[src/rtl/cnq_pkg.sv]
// ----------------------------------------------------------------------------
// C-style name quoter package
// Shared constants, types and character helpers for the name quoter.
// ----------------------------------------------------------------------------
package cnq_pkg;

	// Name length limit and the saturating output count derived from it.
	localparam int MAX_NAME_LENGTH = 4096;
	localparam int LEN_FULL        = 4 * MAX_NAME_LENGTH + 2;
	localparam int LEN_CAP         = (LEN_FULL < 32767) ? LEN_FULL : 32767;
	localparam int LEN_W           = 15;

	// At most six output bytes per input byte: two quotes and an octal escape.
	localparam int RUN_MAX = 6;
	localparam int RUN_W   = 3;
	localparam int BODY_MAX = 4;

	// Configuration register indexes.
	localparam int CFG_IDX_W = 2;
	localparam logic [CFG_IDX_W-1:0] REG_FULL_QUOTE = 2'd0;
	localparam logic [CFG_IDX_W-1:0] REG_ADD_QUOTES = 2'd1;

	// Character codes.
	localparam logic [7:0] CHAR_DQUOTE = 8'h22;
	localparam logic [7:0] CHAR_BSLASH = 8'h5c;
	localparam logic [7:0] CHAR_ZERO   = 8'h30;
	localparam logic [7:0] CHAR_CTRL_END = 8'h20;
	localparam logic [7:0] CHAR_DEL    = 8'o177;
	localparam logic [7:0] CHAR_NUL    = 8'h00;

	// Running state of the name being quoted.
	typedef struct packed {
		logic [LEN_W-1:0] out_count;
		logic             quote_seen;
		logic             stopped_at_nul;
	} cnq_state_t;

	// One input byte worth of results, handed from the encoder to the serializer.
	typedef struct packed {
		logic [RUN_MAX-1:0][7:0] chars;
		logic [RUN_W-1:0]        npend;
		logic [RUN_W-1:0]        nres;
		logic                    last;
		logic                    needs_quote;
		logic [LEN_W-1:0]        length;
	} cnq_run_t;

	// Letter of a single-character backslash escape; valid flags a match.
	function automatic logic [8:0] esc_letter(input logic [7:0] ch);
		logic [8:0] r;
		begin
			unique case (ch)
				8'h07: r = {1'b1, 8'h61};
				8'h08: r = {1'b1, 8'h62};
				8'h0c: r = {1'b1, 8'h66};
				8'h0a: r = {1'b1, 8'h6e};
				8'h0d: r = {1'b1, 8'h72};
				8'h09: r = {1'b1, 8'h74};
				8'h0b: r = {1'b1, 8'h76};
				CHAR_BSLASH: r = {1'b1, CHAR_BSLASH};
				CHAR_DQUOTE: r = {1'b1, CHAR_DQUOTE};
				default: r = {1'b0, 8'h00};
			endcase
			return r;
		end
	endfunction

endpackage

[src/rtl/cnq_encode.sv]
// ----------------------------------------------------------------------------
// C-style name quoter encoder
// Turns one input byte and the running name state into the run of output
// bytes it causes, plus the next state of the name.
// ----------------------------------------------------------------------------
module cnq_encode (
	input  logic [7:0]          in_byte,
	input  logic                first_of_name,
	input  logic                last_of_name,
	input  logic                full_quote,
	input  logic                add_quotes,
	input  cnq_pkg::cnq_state_t state,
	output cnq_pkg::cnq_state_t state_next,
	output cnq_pkg::cnq_run_t   run
);
	import cnq_pkg::*;

	logic                         open_q;
	logic                         close_q;
	logic                         stopped_eff;
	logic                         process;
	logic                         esc;
	logic [8:0]                   letter;
	logic [BODY_MAX-1:0][7:0]     body;
	logic [RUN_W-1:0]             body_n;
	logic [RUN_W-1:0]             npend;
	logic [LEN_W-1:0]             count_base;
	logic [LEN_W:0]               count_sum;
	logic [LEN_W-1:0]             count_new;
	logic                         quote_new;
	logic                         stopped_new;
	logic [RUN_W-1:0]             rel;

	always_comb begin
		open_q      = first_of_name & add_quotes;
		close_q     = last_of_name & add_quotes;
		stopped_eff = first_of_name ? 1'b0 : state.stopped_at_nul;
		process     = !stopped_eff && (in_byte != CHAR_NUL);
		esc         = (in_byte < CHAR_CTRL_END) || (in_byte == CHAR_DQUOTE) ||
			(in_byte == CHAR_BSLASH) || (full_quote && (in_byte >= CHAR_DEL));
		letter      = esc_letter(in_byte);

		body   = '0;
		body_n = '0;
		if (process) begin
			if (!esc) begin
				body[0] = in_byte;
				body_n  = RUN_W'(1);
			end else if (letter[8]) begin
				body[0] = CHAR_BSLASH;
				body[1] = letter[7:0];
				body_n  = RUN_W'(2);
			end else begin
				body[0] = CHAR_BSLASH;
				body[1] = CHAR_ZERO | {6'b0, in_byte[7:6]};
				body[2] = CHAR_ZERO | {5'b0, in_byte[5:3]};
				body[3] = CHAR_ZERO | {5'b0, in_byte[2:0]};
				body_n  = RUN_W'(4);
			end
		end
	end

	// Place the opening quote, the body and the closing quote in order.
	always_comb begin
		run.chars = '0;
		for (int j = 0; j < RUN_MAX; j++) begin
			rel = RUN_W'(j) - {{(RUN_W-1){1'b0}}, open_q};
			if (open_q && (j == 0)) begin
				run.chars[j] = CHAR_DQUOTE;
			end else if (rel < body_n) begin
				run.chars[j] = body[rel[1:0]];
			end else if ((rel == body_n) && close_q) begin
				run.chars[j] = CHAR_DQUOTE;
			end
		end
	end

	always_comb begin
		npend = body_n + {{(RUN_W-1){1'b0}}, open_q} + {{(RUN_W-1){1'b0}}, close_q};
		count_base = first_of_name ? '0 : state.out_count;
		count_sum  = {1'b0, count_base} + {{(LEN_W+1-RUN_W){1'b0}}, npend};
		count_new  = (count_sum > (LEN_W+1)'(LEN_CAP)) ? LEN_W'(LEN_CAP)
			: count_sum[LEN_W-1:0];
		quote_new   = (first_of_name ? 1'b0 : state.quote_seen) | (process & esc);
		stopped_new = stopped_eff | (in_byte == CHAR_NUL);

		run.npend       = npend;
		run.nres        = (last_of_name && (npend == '0)) ? RUN_W'(1) : npend;
		run.last        = last_of_name;
		run.needs_quote = quote_new;
		run.length      = count_new;

		if (last_of_name) begin
			state_next = '0;
		end else begin
			state_next.out_count      = count_new;
			state_next.quote_seen     = quote_new;
			state_next.stopped_at_nul = stopped_new;
		end
	end

endmodule

[src/rtl/cnq_serializer.sv]
// ----------------------------------------------------------------------------
// C-style name quoter serializer
// Holds the run of one input byte and hands it out one word per cycle
// through the output register while the output is not stalled.
// ----------------------------------------------------------------------------
module cnq_serializer (
	input  logic              clk,
	input  logic              arst_n,
	input  logic              load,
	input  cnq_pkg::cnq_run_t run,
	output logic              busy_next_free,
	output logic              out_valid,
	input  logic              out_stall,
	output logic [7:0]        out_char,
	output logic              char_valid,
	output logic              run_last,
	output logic              name_done,
	output logic              needs_quote,
	output logic [14:0]       quoted_length
);
	import cnq_pkg::*;

	logic [RUN_MAX-1:0][7:0] run_chars_q;
	logic [RUN_W-1:0]        run_npend_q;
	logic [RUN_W-1:0]        run_nres_q;
	logic                    run_last_q;
	logic                    run_quote_q;
	logic [LEN_W-1:0]        run_len_q;
	logic [RUN_W-1:0]        run_idx_q;
	logic                    run_busy_q;
	logic                    out_valid_q;
	logic                    out_load;
	logic                    fin;
	logic                    done;

	assign out_load = run_busy_q && (!out_valid_q || !out_stall);
	assign fin      = (run_idx_q == (run_nres_q - RUN_W'(1)));
	assign done     = fin && run_last_q;

	// The run register frees up in the cycle its final word moves out.
	assign busy_next_free = !run_busy_q || (out_load && fin);

	always_ff @(posedge clk or negedge arst_n) begin
		if (!arst_n) begin
			run_busy_q <= 1'b0;
			run_idx_q  <= '0;
		end else if (load) begin
			run_busy_q <= 1'b1;
			run_idx_q  <= '0;
		end else if (out_load) begin
			if (fin) begin
				run_busy_q <= 1'b0;
			end
			run_idx_q <= run_idx_q + RUN_W'(1);
		end
	end

	always_ff @(posedge clk) begin
		if (load) begin
			run_chars_q <= run.chars;
			run_npend_q <= run.npend;
			run_nres_q  <= run.nres;
			run_last_q  <= run.last;
			run_quote_q <= run.needs_quote;
			run_len_q   <= run.length;
		end
	end

	always_ff @(posedge clk or negedge arst_n) begin
		if (!arst_n) begin
			out_valid_q <= 1'b0;
		end else if (out_load) begin
			out_valid_q <= 1'b1;
		end else if (!out_stall) begin
			out_valid_q <= 1'b0;
		end
	end

	always_ff @(posedge clk) begin
		if (out_load) begin
			char_valid    <= (run_idx_q < run_npend_q);
			out_char      <= (run_idx_q < run_npend_q) ? run_chars_q[run_idx_q] : 8'h00;
			run_last      <= fin;
			name_done     <= done;
			needs_quote   <= done & run_quote_q;
			quoted_length <= (done && run_quote_q) ? run_len_q : '0;
		end
	end

	assign out_valid = out_valid_q;

endmodule

[src/rtl/c_style_name_quoter_core.sv]
// ----------------------------------------------------------------------------
// C-style name quoter core
// Streams the bytes of a name and returns its C-style quoted form.
// ----------------------------------------------------------------------------
// Each accepted input word is one byte of a name, marked as the first and/or
// last byte. The encoder turns it in the cycle of acceptance into a run of
// zero to six output words (opening quote, the byte or its escape, closing
// quote), which the serializer hands out through the output register at one
// word per cycle while the output is not stalled. A run holds one word for a
// plain byte, two for a backslash escape, four for an octal escape, plus one
// for each quote; a byte with no output (a byte after a NUL, for instance)
// does not load the run register and only updates the name state. The next
// input word is accepted in the same cycle that the last word of the current
// run moves to the output register, so the output register keeps streaming
// without gaps while the consumer takes words. The final output word of a
// name carries the summary: whether any byte needed escaping and, if so, the
// emitted length with quotes, saturating at 16386. A last-marked byte with
// nothing to emit still yields one word with char_valid low to carry that
// summary. The two configuration registers (full_quote, add_quotes) reset to
// one and should be written only while the block is idle; writes to unknown
// indexes are ignored.
// ----------------------------------------------------------------------------
module c_style_name_quoter_core (
	input  logic                             clk,
	input  logic                             arst_n,
	input  logic                             cfg_we,
	input  logic [cnq_pkg::CFG_IDX_W-1:0]    cfg_index,
	input  logic                             cfg_data,
	input  logic                             in_valid,
	output logic                             in_stall,
	input  logic [7:0]                       in_byte,
	input  logic                             first_of_name,
	input  logic                             last_of_name,
	output logic                             out_valid,
	input  logic                             out_stall,
	output logic [7:0]                       out_char,
	output logic                             char_valid,
	output logic                             run_last,
	output logic                             name_done,
	output logic                             needs_quote,
	output logic [14:0]                      quoted_length
);
	import cnq_pkg::*;

	logic       full_quote_q;
	logic       add_quotes_q;
	cnq_state_t state_q;
	cnq_state_t state_next;
	cnq_run_t   run;
	logic       in_accept;
	logic       run_free;
	logic       run_load;

	// Configuration registers.
	always_ff @(posedge clk or negedge arst_n) begin
		if (!arst_n) begin
			full_quote_q <= 1'b1;
			add_quotes_q <= 1'b1;
		end else if (cfg_we) begin
			unique case (cfg_index)
				REG_FULL_QUOTE: full_quote_q <= cfg_data;
				REG_ADD_QUOTES: add_quotes_q <= cfg_data;
				default: ;
			endcase
		end
	end

	// An input word is taken whenever the run register is free or freeing.
	assign in_stall  = !run_free;
	assign in_accept = in_valid && run_free;
	// Words that cause no output do not occupy the run register.
	assign run_load  = in_accept && (run.nres != '0);

	cnq_encode u_encode (
		.in_byte       (in_byte),
		.first_of_name (first_of_name),
		.last_of_name  (last_of_name),
		.full_quote    (full_quote_q),
		.add_quotes    (add_quotes_q),
		.state         (state_q),
		.state_next    (state_next),
		.run           (run)
	);

	// Name state: length so far, escape seen, and NUL seen.
	always_ff @(posedge clk or negedge arst_n) begin
		if (!arst_n) begin
			state_q <= '0;
		end else if (in_accept) begin
			state_q <= state_next;
		end
	end

	cnq_serializer u_serializer (
		.clk            (clk),
		.arst_n         (arst_n),
		.load           (run_load),
		.run            (run),
		.busy_next_free (run_free),
		.out_valid      (out_valid),
		.out_stall      (out_stall),
		.out_char       (out_char),
		.char_valid     (char_valid),
		.run_last       (run_last),
		.name_done      (name_done),
		.needs_quote    (needs_quote),
		.quoted_length  (quoted_length)
	);

endmodule

[config.mk]
export PLATFORM = sky130hd
export DESIGN_NAME = c_style_name_quoter_core
export DESIGN_NICKNAME = d
export VERILOG_FILES = /design/src/rtl/cnq_pkg.sv /design/src/rtl/cnq_encode.sv /design/src/rtl/cnq_serializer.sv /design/src/rtl/c_style_name_quoter_core.sv
export SDC_FILE = /design/constraint.sdc
export NUM_CORES = 1
export LEC_CHECK = 0
export BUFFER_PORTS_ARGS = -buffer_cell sky130_fd_sc_hd__buf_2
export CAP_MARGIN = 20
export CELL_PAD_IN_SITES_DETAIL_PLACEMENT = 1
export CELL_PAD_IN_SITES_GLOBAL_PLACEMENT = 2
export CORE_UTILIZATION = 40
export CTS_BUF_LIST = sky130_fd_sc_hd__clkbuf_16
export CTS_CLUSTER_DIAMETER = 200
export CTS_CLUSTER_SIZE = 24
export DETAILED_ROUTE_END_ITERATION = 8
export HOLD_SLACK_MARGIN = 0.12
export PLACE_DENSITY = 0.84
export SLEW_MARGIN = 15
export SYNTH_ARGS = -nofsm -noshare
export SYNTH_HDL_FRONTEND = slang
export SYNTH_SLANG_ARGS = --single-unit
export TNS_END_PERCENT = 10
[constraint.sdc]
create_clock -name clk -period 5.84 [get_ports clk]
set_clock_uncertainty 0.15 [all_clocks]
set_input_delay 1.752 -clock clk [delete_from_list [all_inputs] [get_ports clk]]
set_output_delay 1.752 -clock clk [all_outputs]
set_load 0.05 [all_outputs]
==> results of run 1 <==
cell usage in the layout, fill, tap and decap left out, types with 9 or more instances in the layout:
cell,n
edfxtp_1,95
nor2_1,62
nand2_1,60
buf_4,56
buf_2,46
a21oi_1,36
inv_1,28
and2_1,22
dfrtp_1,22
o21ai_0,19
clkbuf_16,17
mux2i_1,14
nor3_1,13
o31ai_1,13
nand3_1,12
xnor2_1,10
ha_1,10
nand2b_1,9
a21o_1,9
kinds of logic (layout without fill, tap and decap cells):
kind of cell,Yosys count,after routing,share of synthesized area (%)
simple gates,217,217,17.1
compound gates,129,129,14.1
flops,119,119,54.7
buf+inv,64,166,4.26
mux,21,21,4.36
fa+ha+maj,15,15,3.21
xor+xnor,14,14,2.24
other cells,1,2,0.0594
critical path, stage by stage:
cell       delay [ps]
buf_2             110
or3_4             390
o41a_4            440
inv_1              90
nor2_2             50
inv_1              80
fa_1              410
inv_1             110
ha_2              200
inv_1              70
fa_2              350
and2b_2           260
buf_4             130
o2111ai_1         120
mux2_4            240
o211ai_1          100
nor4_2            320
buf_4             170
and2_1            130
o21ai_0           110
synthesized netlist by cell type, types with 10 or more instances:
cell type | n | area [um2]
o31ai_1 | 13 | 97.6
o21ai_0 | 19 | 95.1
edfxtp_1 | 95 | 2850
nor3_1 | 14 | 70.1
dfrtp_1 | 22 | 551
nand3_1 | 14 | 70.1
nand2_1 | 60 | 225
a21oi_1 | 38 | 190
and2_1 | 22 | 138
nor2_1 | 63 | 236
ha_1 | 13 | 163
clkbuf_1 | 19 | 71.3
xnor2_1 | 10 | 87.6
inv_1 | 28 | 105
mux2i_1 | 14 | 140
power groups by stage:
stage          Clock (uW)  Combinational [uW]  Sequential (uW)
2_1_floorplan           0                 615             1500
4_1_cts              1120                1170             1280
3_3_place_gp            0                1110             1280
5_1_grt              1150                1280             1300
3_5_place_dp            0                1150             1290
6_report             1100                1180             1280
per-layer routing:
| metal | wire length, um | part of all wire (%) |
|---|---|---|
| met5 | 0 | 0 |
| met4 | 229 | 1.3 |
| met3 | 904 | 5.2 |
| met2 | 8440 | 48 |
| met1 | 7900 | 45 |
registers in the layout, indices dropped and copies added (netlist names):
name,cells
u_serializer.run_npend_q,3
u_serializer.run_len_q,15
state_q,17
u_serializer.out_valid,1
u_serializer.quoted_length,15
u_serializer.needs_quote,1
u_serializer.char_valid,1
u_serializer.run_last,1
u_serializer.out_char,8
u_serializer.name_done,1
full_quote_q,1
u_serializer.run_quote_q,1
u_serializer.run_last_q,1
u_serializer.run_chars_q,45
add_quotes_q,1
u_serializer.run_idx_q,3
u_serializer.run_busy_q,1
u_serializer.run_nres_q,3
cell type report:
type                    instances  area [um2]  area share, %
flip-flops and latches        119        3460           44.3
multi-input cells             398        2680           34.4
repair buffers                102         651           8.34
clock buffers                  17         425           5.45
well taps                     211         264           3.38
clock inverters                15         201           2.58
inverters                      32         123           1.57
path summary, 6_finish.rpt:
path	end	from	slack, ps	cells past startpoint
setup / recovery	u_serializer.run_len_q[1]$_DFFE_PP_	in_byte[5]	180	20
hold / removal	state_q[0]$_DFFE_PN0P_	state_q[0]$_DFFE_PN0P_	330	2
setup reg to reg	u_serializer.run_len_q[1]$_DFFE_PP_	state_q[0]$_DFFE_PN0P_	1640	19
hold reg to reg	state_q[0]$_DFFE_PN0P_	state_q[0]$_DFFE_PN0P_	330	2
max in group asynchronous	state_q[4]$_DFFE_PN0P_	arst_n	3910	1
min in group asynchronous	state_q[8]$_DFFE_PN0P_	arst_n	1190	1
metrics by stage:
step                      hold WS (ps)  TNS [ps]
after detailed placement           330     -6930
after global placement             311     -1690
final                              332         0
after global routing               373         0
after CTS                          343         0
after floorplan                    291     -4260
==> impl_metrics.toml, run 1 <==
[power_and_ir_drop]
seq_power_share_pct = 35.9
p_int_uw = 2270
vdd_drop_max_mv = 0.235
p_sw_share_pct = 36.4
p_leak_uw = 0.00309
power_uw = 3560
clkPwrFrac_pct = 31.0
p_comb_share_pct = 33.1
power_density_nw_per_um2 = 457
switching_power_uw = 1300

[cells_and_area]
layout.nets = 703
fin_cells = 894
drive_above_1_share_pct = 25.8
areaGrowthSynthToFinish_pct = 23.5
design_area_um2 = 7800
final_util_pct = 50.9
nFillCells = 1679
num_antenna_cells = 0

[global_routing]
grt_pass1_vias = 5029
use_met1_pct = 30.6
antenna_found_initial = 0
grt_usage_pct = 22.8
grt_pass1_wl_um = 27800
global_route.usage.met3_pct = 4.22
grt_overflow_total = 0
busiest_layer = "met2"
met2_usage_pct = 37.4
grt_max_degree = 55

[detailed_routing]
antenna_left = 0
wl_per_cell_um = 19.5
vias = 4848
wl_um = 17500
drtIter0Drc = 432
vias_per_cell = 5.42
drc = 0
drtPass1Iterations = 5

[critical_path]
cp.arrival_ps = 5640
start_kind = "input port"
path_max_fanout = 5
end_kind = "flop"
crit_required_ps = 5820
path_class = "in2reg"

[clock_tree]
cts.sinks = 119
clk_pin_slew_ps = 60
cts_setup_buffers = 0
cts_buffers = 17
htreeDepth = 4
cts-resized-gates = 0
root_buffer = "clkbuf_16"
cts_tree = "yes"
postCtsHoldBufs = 0
clock_latency_ps = 430
cts_buffer_depth = 2

[die]
fp-row-count = 45
core_area_um2 = 15300
io_pins = 47
die_w_um = 128
start_util_pct = 41.3
fp.dieH_um = 128
fp.dieArea_um2 = 16300

[timing]
rsz0062_at_grt = "false"
finalHoldViolations = 0
drv_slew = 0
max-slew-margin-rel_pct = 55.6
fmax_mhz = 177
fin_crit_sh_pct = 96.9
finalSetupViolCount = 0
worst_pin_slew_ps = 666
setup_ws_ps = 181
min_period_ps = 5660

[yosys]
ys_ff_latch = 119
yosys_most_used_dff = "edfxtp_1"
synth_area_um2 = 6320
synthCells = 580
ys_warn_count = 0
synth_edf_count = 95
syn_avg_cell_area_um2 = 10.9
synthArstFlopShare_pct = 20.2
yosysUniqueCellTypes = 73
yosysSeqAreaShare_pct = 54.7

[placed_design]
hpwl_um = 12200
pre_cts_slack_ps = -354
dpl_cell_area_um2 = 7100
gp_routability_congestion = 0.884
io_buffers = 46
placedCellCount = 862

[hold_path]
hold_path.class = "reg2reg"

[status]
status = "completed"

[flow_run]
drv_cap = 0
No activity file was read; power rests on OpenSTA's default activity.
==> inputs of run 2 (changes only) <==
--- a/config.mk
+++ b/config.mk
@@ -9,6 +9,7 @@
 export CAP_MARGIN = 20
 export CELL_PAD_IN_SITES_DETAIL_PLACEMENT = 1
 export CELL_PAD_IN_SITES_GLOBAL_PLACEMENT = 2
+export CORE_MARGIN = 2
 export CORE_UTILIZATION = 40
 export CTS_BUF_LIST = sky130_fd_sc_hd__clkbuf_16
 export CTS_CLUSTER_DIAMETER = 200
==> impl_metrics.toml, run 2 (synthesis gave the netlist of run 1 again) <==
[cells_and_area]
final_common_cell = "edfxtp_1"
largest_reg_flops = 45
regMostFlops = "u_serializer.run_chars_q"
layout.nets = 713
regArea_um2 = 3460
fin_cells = 904
num_antenna_cells = 0
final_cell_mix = "edfxtp_1 (95), buf_4 (66), nor2_1 (62)"
top_regs = "u_serializer.run_chars_q (45), state_q (17)"
areaGrowthSynthToFinish_pct = 24.4
drive_above_1_share_pct = 27.7
multi_input_area_um2 = 2710
nFillCells = 1704

[power_and_ir_drop]
clkPwrFrac_pct = 29.2
switching_power_uw = 1310
p_leak_uw = 0.00310
p_int_uw = 2200
p_sw_share_pct = 37.4
seq_power_share_pct = 36.4
vdd_drop_max_mv = 0.248
p_comb_share_pct = 34.4
power_density_nw_per_um2 = 446
power_uw = 3510

[clock_tree]
clk_pin_slew_ps = 60
root_buffer = "clkbuf_16"
cts_tree = "yes"
htreeDepth = 4
cts.sinks = 119
cts_buffer_depth = 2
clock_latency_ps = 420
postCtsHoldBufs = 0
cts_buffers = 17

[die]
core_area_um2 = 15300
die_w_um = 130
fp.dieArea_um2 = 16800
fp-row-count = 45
io_pins = 47
fp.dieH_um = 130
start_util_pct = 41.3

[global_routing]
antenna_found_initial = 0
grt_usage_pct = 22.0
grt_pass1_vias = 5074
grt_max_degree = 72
grt_overflow_total = 0
grt_pass1_wl_um = 28100

[placed_design]
placedCellCount = 870
hpwl_um = 12100
gp_routability_congestion = 0.885
io_buffers = 46

[timing]
min_period_ps = 5730
fin_crit_sh_pct = 98.2
worst_pin_slew_ps = 884
finalHoldViolations = 0
finalSetupViolCount = 0
drv_slew = 0
fmax_mhz = 174
max-slew-margin-rel_pct = 41.1
fin_hold_ws_ps = 335

[flow_run]
drv_cap = 0

[critical_path]
cp.arrival_ps = 5720
critical_path.max_stage_delay_ps = 440
path_class = "in2reg"
crit_required_ps = 5830
crit_path_top_delay_cell = "o41a_4"
path_cells = "buf_2, or3_4, o41a_4, inv_2, nor2_2, inv_1, fa_1, inv_2, ha_2, inv_1, fa_2, and2b_2, buf_4, o21ai_0, a211oi_2, o2111ai_2, nor4_2, buf_4, and2_4, o21ai_0"
end_kind = "flop"
start_kind = "input port"
path_max_fanout = 4

[hold_path]
hold_path.class = "reg2reg"

[detailed_routing]
wl_um = 17600
antenna_left = 0
drtPass1Iterations = 4
wl_per_cell_um = 19.5
vias = 4909
drtIter0Drc = 412
drc = 0
vias_per_cell = 5.43

[status]
status = "completed"
[run 2: changes by cell type in the layout (fill, tap and decap cells not counted), moves of 2 or more]
cell,before,now
a21oi_1,36,38
a21oi_2,3,0
buf_4,56,66
bufinv_16,4,2
clkinvlp_4,2,5
inv_1,28,24
inv_2,0,4
o2111ai_1,3,1
o2111ai_2,2,4
[run 2: critical path, delay by kind of cell]
family / cells / cell delay (ps)
compound gates: 5 / 1070
fa+ha+maj: 3 / 980
buf+inv: 7 / 760
simple gates: 5 / 1140
[run 2: routing by layer]
metal	global-route usage (%)	wire length, um
met5	0	0
met2	34.7	8350
met3	3.96	773
met4	7.78	276
met1	30.7	8230
[run 2: layout make-up]
| type | count | area share (%) |
|---|---|---|
| flip-flops and latches | 119 | 44.0 |
| multi-input cells | 398 | 34.5 |
| repair buffers | 112 | 9.23 |
| clock buffers | 17 | 5.41 |
| well taps | 211 | 3.36 |
| clock inverters | 15 | 1.99 |
| inverters | 32 | 1.56 |
[run 2: power groups by stage]
stage / Clock (uW) / Sequential, uW / Combinational, uW
detailed placement: 0 / 1290 / 1150
finish: 1020 / 1280 / 1210
global route: 1080 / 1300 / 1320
global placement: 0 / 1280 / 1120
floorplan: 0 / 1500 / 615
CTS: 1040 / 1280 / 1180
[run 2: per-stage QoR]
stage | worst slack, ps | utilization (%) | instance area (um2) | setup TNS (ps)
6_report | 108 | 51.3 | 7860 | 0
5_1_grt | -71.4 | 51.3 | 7860 | -144
4_1_cts | 14.9 | 50.5 | 7740 | 0
3_5_place_dp | -355 | 46.7 | 7160 | -7300
3_3_place_gp | -195 | 46.7 | 7160 | -1840
2_1_floorplan | -329 | - | 6330 | -4260
[run 2: worst paths after layout]
path	from	endpoint	slack, ps	depth (start not counted)
max	in_byte[5]	u_serializer.run_len_q[1]$_DFFE_PP_	110	20
min	state_q[0]$_DFFE_PN0P_	state_q[0]$_DFFE_PN0P_	340	2
max reg2reg	state_q[0]$_DFFE_PN0P_	u_serializer.run_len_q[1]$_DFFE_PP_	1540	19
min reg2reg	state_q[0]$_DFFE_PN0P_	state_q[0]$_DFFE_PN0P_	340	2
max in group asynchronous	arst_n	u_serializer.out_valid$_DFFE_PN0P_	3940	1
min in group asynchronous	arst_n	state_q[15]$_DFFE_PN0P_	1200	1
[run 2: timing repair]
| item | CTS | global route |
|---|---|---|
| endpoints found under the hold margin | 0 | 0 |
| setup buffers | 0 | 2 |
| resized for setup | 0 | 24 |
| endpoints found under the setup margin | 0 | 30 |
